### src/hw/rtl/pht_pkg.sv
// shared types and constants of the ppp hdlc frame transmitter
// no dependencies
package pht_pkg;

    localparam logic [7:0]  FLAG_BYTE   = 8'h7E;
    localparam logic [7:0]  ESC_BYTE    = 8'h7D;
    localparam logic [7:0]  ESC_XOR     = 8'h20;
    localparam logic [7:0]  ADDR_BYTE   = 8'hFF;
    localparam logic [7:0]  CTRL_BYTE   = 8'h03;
    localparam logic [15:0] CRC_SEED    = 16'hFFFF;
    localparam logic [15:0] CRC_POLY    = 16'h8408;
    localparam logic [31:0] MAP_DEFAULT = 32'h000E_0000;
    localparam logic [15:0] PROTO_RESET = 16'h0000;
    localparam int          FIFO_DEPTH  = 4;

    typedef enum logic [0:0] {
        REG_PROTOCOL = 1'b0,
        REG_ESC_MAP  = 1'b1
    } t_reg_idx;

    typedef struct packed {
        logic [7:0] data;
        logic       start;
        logic       fin;
        logic       present;
        logic       esc;
    } t_item;

    typedef enum logic [3:0] {
        S_FLAG_OPEN,
        S_ADDR,
        S_CTRL,
        S_PROTO_LO,
        S_PROTO_HI,
        S_DATA,
        S_ESC_DATA,
        S_FCS_LO,
        S_FCS_HI,
        S_FLAG_CLOSE
    } t_step;

endpackage

### src/hw/rtl/pht_front.sv
// front end: accepts request items, decides escaping, drops empty items
// depends on pht_pkg
module pht_front (
    input  logic          i_in_valid,
    output logic          o_in_ready,
    input  logic [7:0]    i_data_byte,
    input  logic          i_frame_start,
    input  logic          i_frame_end,
    input  logic          i_byte_present,
    input  logic [31:0]   i_escape_map,
    output logic          o_push,
    output pht_pkg::t_item o_item,
    input  logic          i_full
);
    import pht_pkg::*;

    logic w_ctrl;
    logic w_keep;

    always_comb begin
        w_ctrl = (i_data_byte[7:5] == 3'b000) && i_escape_map[i_data_byte[4:0]];
        o_item.data    = i_data_byte;
        o_item.start   = i_frame_start;
        o_item.fin     = i_frame_end;
        o_item.present = i_byte_present;
        o_item.esc     = (i_data_byte == ESC_BYTE) || (i_data_byte == FLAG_BYTE) || w_ctrl;
        w_keep         = i_frame_start | i_frame_end | i_byte_present;
        o_in_ready     = !i_full;
        o_push         = i_in_valid && !i_full && w_keep;
    end

endmodule

### src/hw/rtl/pht_fifo.sv
// short item queue between front and back end
// depends on pht_pkg
module pht_fifo #(
    parameter int DEPTH = pht_pkg::FIFO_DEPTH
) (
    input  logic           i_clk,
    input  logic           i_rst_n,
    input  logic           i_push,
    input  pht_pkg::t_item i_item,
    output logic           o_full,
    input  logic           i_pop,
    output pht_pkg::t_item o_head,
    output logic           o_empty
);
    import pht_pkg::*;

    localparam int AW = (DEPTH > 1) ? $clog2(DEPTH) : 1;
    localparam int CW = $clog2(DEPTH + 1);
    localparam logic [AW-1:0] LAST_IDX = AW'(DEPTH - 1);
    localparam logic [CW-1:0] FULL_CNT = CW'(DEPTH);

    t_item         r_mem [DEPTH];
    logic [AW-1:0] r_wr_ptr, n_wr_ptr;
    logic [AW-1:0] r_rd_ptr, n_rd_ptr;
    logic [CW-1:0] r_count,  n_count;

    always_comb begin
        n_wr_ptr = r_wr_ptr;
        n_rd_ptr = r_rd_ptr;
        n_count  = r_count;
        if (i_push) begin
            n_wr_ptr = (r_wr_ptr == LAST_IDX) ? '0 : r_wr_ptr + 1'b1;
        end
        if (i_pop) begin
            n_rd_ptr = (r_rd_ptr == LAST_IDX) ? '0 : r_rd_ptr + 1'b1;
        end
        if (i_push && !i_pop) begin
            n_count = r_count + 1'b1;
        end else if (!i_push && i_pop) begin
            n_count = r_count - 1'b1;
        end
    end

    always_ff @(posedge i_clk) begin
        if (!i_rst_n) begin
            r_wr_ptr <= '0;
            r_rd_ptr <= '0;
            r_count  <= '0;
        end else begin
            r_wr_ptr <= n_wr_ptr;
            r_rd_ptr <= n_rd_ptr;
            r_count  <= n_count;
        end
    end

    always_ff @(posedge i_clk) begin
        if (i_push) begin
            r_mem[r_wr_ptr] <= i_item;
        end
    end

    assign o_head  = r_mem[r_rd_ptr];
    assign o_empty = (r_count == '0);
    assign o_full  = (r_count == FULL_CNT);

endmodule

### src/hw/rtl/pht_back.sv
// back end: walks each item through header, payload and trailer bytes,
// keeps the running fcs-16 and drives the output register; depends on pht_pkg
module pht_back (
    input  logic           i_clk,
    input  logic           i_rst_n,
    input  pht_pkg::t_item i_head,
    input  logic           i_empty,
    output logic           o_pop,
    input  logic [15:0]    i_protocol_word,
    output logic           o_out_valid,
    input  logic           i_out_ready,
    output logic [7:0]     o_out_byte,
    output logic           o_run_last
);
    import pht_pkg::*;

    function automatic logic [15:0] crc_byte(input logic [15:0] crc, input logic [7:0] b);
        logic [15:0] c;
        c = crc ^ {8'h00, b};
        for (int k = 0; k < 8; k++) begin
            c = c[0] ? ((c >> 1) ^ CRC_POLY) : (c >> 1);
        end
        return c;
    endfunction

    t_step       r_step, n_step;
    logic        r_busy, n_busy;
    logic [15:0] r_crc, n_crc;
    logic        r_out_valid;
    logic [7:0]  r_out_byte;
    logic        r_out_last;

    t_step       w_cur;
    logic [7:0]  w_byte;
    logic        w_last;
    logic        w_fire;
    t_step       w_after_hdr;
    t_step       w_after_data;

    always_comb begin
        w_fire       = !i_empty && (!r_out_valid || i_out_ready);
        w_after_data = S_FCS_LO;
        w_after_hdr  = i_head.present ? S_DATA : S_FCS_LO;
        if (r_busy) begin
            w_cur = r_step;
        end else if (i_head.start) begin
            w_cur = S_FLAG_OPEN;
        end else if (i_head.present) begin
            w_cur = S_DATA;
        end else begin
            w_cur = S_FCS_LO;
        end

        w_byte = FLAG_BYTE;
        w_last = 1'b0;
        n_crc  = r_crc;
        n_step = w_cur;
        case (w_cur)
            S_FLAG_OPEN: begin
                w_byte = FLAG_BYTE;
                n_crc  = CRC_SEED;
                n_step = S_ADDR;
            end
            S_ADDR: begin
                w_byte = ADDR_BYTE;
                n_crc  = crc_byte(r_crc, ADDR_BYTE);
                n_step = S_CTRL;
            end
            S_CTRL: begin
                w_byte = CTRL_BYTE;
                n_crc  = crc_byte(r_crc, CTRL_BYTE);
                n_step = S_PROTO_LO;
            end
            S_PROTO_LO: begin
                w_byte = i_protocol_word[7:0];
                n_crc  = crc_byte(r_crc, i_protocol_word[7:0]);
                n_step = S_PROTO_HI;
            end
            S_PROTO_HI: begin
                w_byte = i_protocol_word[15:8];
                n_crc  = crc_byte(r_crc, i_protocol_word[15:8]);
                n_step = w_after_hdr;
                w_last = !i_head.present && !i_head.fin;
            end
            S_DATA: begin
                w_byte = i_head.esc ? ESC_BYTE : i_head.data;
                n_crc  = crc_byte(r_crc, i_head.data);
                n_step = i_head.esc ? S_ESC_DATA : w_after_data;
                w_last = !i_head.esc && !i_head.fin;
            end
            S_ESC_DATA: begin
                w_byte = i_head.data ^ ESC_XOR;
                n_step = w_after_data;
                w_last = !i_head.fin;
            end
            S_FCS_LO: begin
                w_byte = ~r_crc[7:0];
                n_step = S_FCS_HI;
            end
            S_FCS_HI: begin
                w_byte = ~r_crc[15:8];
                n_step = S_FLAG_CLOSE;
            end
            S_FLAG_CLOSE: begin
                w_byte = FLAG_BYTE;
                n_crc  = CRC_SEED;
                w_last = 1'b1;
            end
            default: begin
                w_last = 1'b1;
            end
        endcase

        n_busy = r_busy;
        if (w_fire) begin
            n_busy = !w_last;
        end
        o_pop = w_fire && w_last;
    end

    always_ff @(posedge i_clk) begin
        if (!i_rst_n) begin
            r_step      <= S_FLAG_OPEN;
            r_busy      <= 1'b0;
            r_crc       <= CRC_SEED;
            r_out_valid <= 1'b0;
        end else begin
            r_busy <= n_busy;
            if (w_fire) begin
                r_step      <= n_step;
                r_crc       <= n_crc;
                r_out_valid <= 1'b1;
            end else if (i_out_ready) begin
                r_out_valid <= 1'b0;
            end
        end
    end

    always_ff @(posedge i_clk) begin
        if (w_fire) begin
            r_out_byte <= w_byte;
            r_out_last <= w_last;
        end
    end

    assign o_out_valid = r_out_valid;
    assign o_out_byte  = r_out_byte;
    assign o_run_last  = r_out_last;

endmodule

### src/hw/rtl/ppp_hdlc_frame_transmitter_unit.sv
// the first line byte of an item passes through the item queue and then the output register
// throughput: one line byte per cycle from the back end while the output is not
// stalled; each item causes 1 to 10 line bytes; the item queue takes a new
// item every cycle until it fills
// reset: synchronous, active low; clears the queue and the fcs, loads register defaults
module ppp_hdlc_frame_transmitter_unit #(
    parameter int FIFO_DEPTH = pht_pkg::FIFO_DEPTH
) (
    input  logic        i_clk,
    input  logic        i_rst_n,
    input  logic        i_cfg_we,
    input  logic [0:0]  i_cfg_idx,
    input  logic [31:0] i_cfg_wdata,
    input  logic        i_in_valid,
    output logic        o_in_ready,
    input  logic [7:0]  i_data_byte,
    input  logic        i_frame_start,
    input  logic        i_frame_end,
    input  logic        i_byte_present,
    output logic        o_out_valid,
    input  logic        i_out_ready,
    output logic [7:0]  o_out_byte,
    output logic        o_run_last
);
    import pht_pkg::*;

    logic [15:0] r_protocol_word;
    logic [31:0] r_escape_map;

    logic  w_push;
    logic  w_full;
    logic  w_pop;
    logic  w_empty;
    t_item w_in_item;
    t_item w_head;

    always_ff @(posedge i_clk) begin
        if (!i_rst_n) begin
            r_protocol_word <= PROTO_RESET;
            r_escape_map    <= MAP_DEFAULT;
        end else if (i_cfg_we) begin
            case (t_reg_idx'(i_cfg_idx))
                REG_PROTOCOL: r_protocol_word <= i_cfg_wdata[15:0];
                REG_ESC_MAP:  r_escape_map    <= i_cfg_wdata;
                default: begin
                end
            endcase
        end
    end

    pht_front u_front (
        .i_in_valid     (i_in_valid),
        .o_in_ready     (o_in_ready),
        .i_data_byte    (i_data_byte),
        .i_frame_start  (i_frame_start),
        .i_frame_end    (i_frame_end),
        .i_byte_present (i_byte_present),
        .i_escape_map   (r_escape_map),
        .o_push         (w_push),
        .o_item         (w_in_item),
        .i_full         (w_full)
    );

    pht_fifo #(
        .DEPTH (FIFO_DEPTH)
    ) u_fifo (
        .i_clk   (i_clk),
        .i_rst_n (i_rst_n),
        .i_push  (w_push),
        .i_item  (w_in_item),
        .o_full  (w_full),
        .i_pop   (w_pop),
        .o_head  (w_head),
        .o_empty (w_empty)
    );

    pht_back u_back (
        .i_clk           (i_clk),
        .i_rst_n         (i_rst_n),
        .i_head          (w_head),
        .i_empty         (w_empty),
        .o_pop           (w_pop),
        .i_protocol_word (r_protocol_word),
        .o_out_valid     (o_out_valid),
        .i_out_ready     (i_out_ready),
        .o_out_byte      (o_out_byte),
        .o_run_last      (o_run_last)
    );

endmodule

### config.mk
export PLATFORM = sky130hd
export DESIGN_NAME = ppp_hdlc_frame_transmitter_unit
export DESIGN_NICKNAME = d
export VERILOG_FILES = /design/src/hw/rtl/pht_pkg.sv /design/src/hw/rtl/pht_front.sv /design/src/hw/rtl/pht_fifo.sv /design/src/hw/rtl/pht_back.sv /design/src/hw/rtl/ppp_hdlc_frame_transmitter_unit.sv
export SDC_FILE = /design/constraint.sdc
export NUM_CORES = 1
export LEC_CHECK = 0
export ABC_AREA = 1
export BUFFER_PORTS_ARGS = -buffer_cell sky130_fd_sc_hd__buf_4
export CORE_ASPECT_RATIO = 0.6
export CORE_MARGIN = 2
export CORE_UTILIZATION = 55
export DETAILED_ROUTE_END_ITERATION = 7
export GPL_TIMING_DRIVEN = 0
export HOLD_SLACK_MARGIN = 0.06
export PLACE_DENSITY = 0.77
export SLEW_MARGIN = 20
export SYNTH_ARGS = -nofsm -noshare
export SYNTH_HDL_FRONTEND = slang
export SYNTH_SLANG_ARGS = --single-unit
### constraint.sdc
create_clock -name i_clk -period 2.39 [get_ports i_clk]
set_clock_uncertainty 0.05 [all_clocks]
set_input_delay 0.478 -clock i_clk [delete_from_list [all_inputs] [get_ports i_clk]]
set_output_delay 0.478 -clock i_clk [all_outputs]
set_load 0.05 [all_outputs]
==> run_results.csv <==
group,metric,value,unit
outcome,failed_checks,"setup timing",
setup_path,end_kind,"flop",
logic_synthesis,synthMuxAreaShare,0,%
clocking,htreeDepth,4,
pwr,p_per_area,1603,mW/mm^2
timing,max-slew-margin-rel,40.61,%
pwr,total_power,0.01497,W
clocking,cts-root-buf,"clkbuf_16",
setup_path,reg2reg_depth,22,
finish,final_util,68.54,%
grt,grt_start_max_net_pins,19,
logic_synthesis,syn_nets,1088,
setup_path,start_kind,"flop",
detailed_routing,vias_per_cell,5.796,
placed_design,pre_cts_slack,-0.4280,ns
logic_synthesis,synthAdderAreaFrac,1.244,%
floorplan,core.rowCount,33,
logic_synthesis,synth-edff-count,57,
logic_synthesis,synth_compound_area_share,11.37,%
clocking,numCtsBuffers,17,
timing,slew_violations,0,
job,drv_cap,0,
clocking,clk_pin_slew,0.07,ns
setup_path,worstPathMaxFanout,7,
detailed_routing,wl_per_cell,19.09,um
finish,num_antenna_cells,0,
detailed_routing,vias,7598,
floorplan,die-width,156.2,um
pwr,comb_power_share,59.7,%
setup_path,critPathKind,"reg2reg",
floorplan,pin_count,60,
timing,worst_pin_slew,0.8793,ns
grt,grt_overflow,0,
grt,grt_pass1_wl,37810,um
logic_synthesis,syn_area,0.007646,sq mm
pwr,switchingPower,0.007485,W
logic_synthesis,synth_cell_types,37,
finish,drive_gt1_share,18.66,%
pwr,internal_power,0.007488,W
outcome,outcome,"finished, violations left",
timing,fin_crit_sh,112.6,%
grt,antenna_found_initial,0,
placed_design,dp_hpwl,17750,um
timing,fin_crit,2.690,ns
timing,timing.final.ws_setup,-0.3004,ns
detailed_routing,drtAntennaViolNets,0,
clocking,cts_tree,"built",
timing,fmax,0.3717,GHz
finish,syn_to_final_growth,22.14,%
clocking,cts_buffer_depth,2,
logic_synthesis,synth-seq-cells,136,
setup_path,cp.required,2.64,ns
clocking,hold_buffers,0,
worst_hold_path,hold_path_depth,1,
pwr,vdd_drop_max,0.7339,mV
detailed_routing,first_pass_iters,5,
setup_path,worstPathArrival,2.94,ns
timing,rsz0062_at_grt,"yes",
pwr,power_leakage,4.094,nW
finish,mostFrequentLayoutCells,"nand2_1, nor2_1, o21ai_0, nand3_1, buf_4",
timing,fin_tns_setup,-1.976,ns
floorplan,die_h,95.33,um
placed_design,place_congestion,1.076,
logic_synthesis,async_reset_ff_share,0,%
placed_design,io_buffers,58,
timing,setup_viol,21,
detailed_routing,routed_wl,25030,um
floorplan,dieArea,0.01489,sq mm
timing,finalHoldViolCount,0,
logic_synthesis,yosys_warnings,0,
floorplan,core,0.01363,sq mm
setup_path,r2r-end,"u_fifo.r_count[2]$_SDFFE_PN0P_",
logic_synthesis,ys_seq_area_share,43.07,%
worst_hold_path,holdPathEnd,"u_fifo.r_mem[2][2]$_DFFE_PP_",
logic_synthesis,synth_ff_type,"dfxtp_1",
pwr,clkPwrFrac,18.6,%
logic_synthesis,synth_xor_area_share,6.300,%
finish,final_nets,1179,
detailed_routing,route.detailed.drc,0,
pwr,seq_power_share,21.7,%
setup_path,regToRegSetupSlack,-0.30,ns
logic_synthesis,synth_area_per_cell,7.409,sq um
worst_hold_path,hp-start,"i_frame_end",
detailed_routing,drt_iter0_drc,824,
logic_synthesis,synth_top_family_by_area,"simple AND/OR/NAND/NOR gates",
clocking,clk_latency,0.42,ns
logic_synthesis,synth_simple_gate_area_share,31.09,%
clocking,cts_sinks,136,
timing,whs,0.2202,ns
finish,layout_commonest_cell,"nand2_1",
floorplan,start_util,56.12,%
pwr,p_sw_share,49.99,%
worst_hold_path,hp-class,"in2reg",
grt,grt_pass1_vias,6788,
logic_synthesis,syn_inst,1032,
grt,grt_use_total,34.40,%
-- stage by stage --
stage / cell area, sq um / instances
final: 9339 / 1311
after global routing: 9339 / 1311
after CTS: 9161 / 1303
after detailed placement: 8349 / 1265
after global placement: 8344 / 1265
after floorplan: 7690 / 1032
-- synthesized netlist by cell type, types with 4 or more instances --
library cell    n  area (sq um)
o22ai_1        12         75.07
nand2_2         9         56.30
nor2_1        161         604.3
nand4_1        13         81.33
clkbuf_1       22         82.58
nand3_2        10         100.1
dfxtp_1        79          1582
o21ai_0        98         490.5
ha_1            6         75.07
inv_1          70         262.8
a21oi_1        31         155.2
o221ai_1        4         35.03
xnor2_1        26         227.7
nor3_1          6         30.03
nand2_1       237         889.6
nand3_1        89         445.4
buf_2          17         85.08
o211ai_1        5         37.54
inv_2           7         26.28
edfxtp_1       57          1712
xor2_1         29         254.0
or2_2          12         75.07
a211oi_1        5         37.54
-- final cells by class --
cell class	instances	area, sq um
Timing Repair Buffer	73	555.5
Clock inverter	13	151.4
Inverter	80	315.3
Fill cell	1133	4287
Multi-Input combinational cell	769	4059
Tap cell	175	219.0
Clock buffer	19	475.5
Buffer	46	266.5
Sequential cell	136	3297
-- logic make-up (layout without fill, tap and decap cells) --
group,Yosys count,in the layout
compound gates,160,160
xor+xnor,55,55
fa+ha+maj,7,7
buf+inv,127,231
flops,136,136
simple gates,547,547
-- routing by layer --
metal | up-vias | share of wire [%] | GRT usage [%] | routed length [um]
li1 | 3589 | - | - | -
met1 | 3509 | 45 | 51.37 | 11310
met2 | 445 | 40 | 48.27 | 10000
met3 | 55 | 12 | 9.227 | 3090
met4 | 0 | 2.5 | 10.70 | 632
met5 | - | 0 | 0 | 0
-- critical path, stage by stage (launching register included) --
cell	delay, ns
dfxtp_2	0.32
buf_6	0.14
inv_8	0.07
nand2_1	0.07
nand3_1	0.10
nand2_2	0.09
nand3_4	0.09
nand2_4	0.09
nor2_4	0.18
nand3_2	0.12
nand2_2	0.09
inv_2	0.03
nand2_2	0.06
a21oi_2	0.08
inv_2	0.08
ha_4	0.12
inv_2	0.05
fa_2	0.34
nor2_1	0.11
nor2_1	0.04
nand2_1	0.08
buf_4	0.12
a21oi_2	0.05
-- power groups by stage --
stage / registers [W] / logic, W / clock network (W)
2_1_floorplan: 0.00347 / 0.00529 / 0
3_3_place_gp: 0.00325 / 0.00768 / 0
3_5_place_dp: 0.00325 / 0.00775 / 0
4_1_cts: 0.00323 / 0.00813 / 0.00278
5_1_grt: 0.00328 / 0.00963 / 0.00288
6_report: 0.00324 / 0.00894 / 0.00278
-- timing repair --
item                                    in CTS  in global routing
resized for setup                           35                 37
setup buffers                                7                  7
pin swaps                                   11                 11
gates cloned                                 0                  1
endpoints found under the setup margin      10                 44
-- flip-flops by register name (all words and copies together), names as in the netlist, named ones only --
signal	cells
r_escape_map	32
r_protocol_word	16
u_back.o_out_byte	8
u_back.o_out_valid	1
u_back.o_run_last	1
u_back.r_busy	1
u_back.r_crc	16
u_back.r_step	4
u_fifo.r_count	3
u_fifo.r_mem	48
u_fifo.r_rd_ptr	2
u_fifo.r_wr_ptr	2
-- worst max path at each step --
stage / start / to
after CTS: flop / u_fifo.r_count[2]$_SDFFE_PN0P_
after global routing: flop / u_fifo.r_count[2]$_SDFFE_PN0P_
after global placement: flop / u_fifo.r_count[2]$_SDFFE_PN0P_
final: flop / u_fifo.r_count[2]$_SDFFE_PN0P_
after detailed placement: flop / u_fifo.r_count[2]$_SDFFE_PN0P_
after floorplan: flop / u_fifo.r_count[1]$_SDFFE_PN0P_
(Power assumes the default switching activity.)
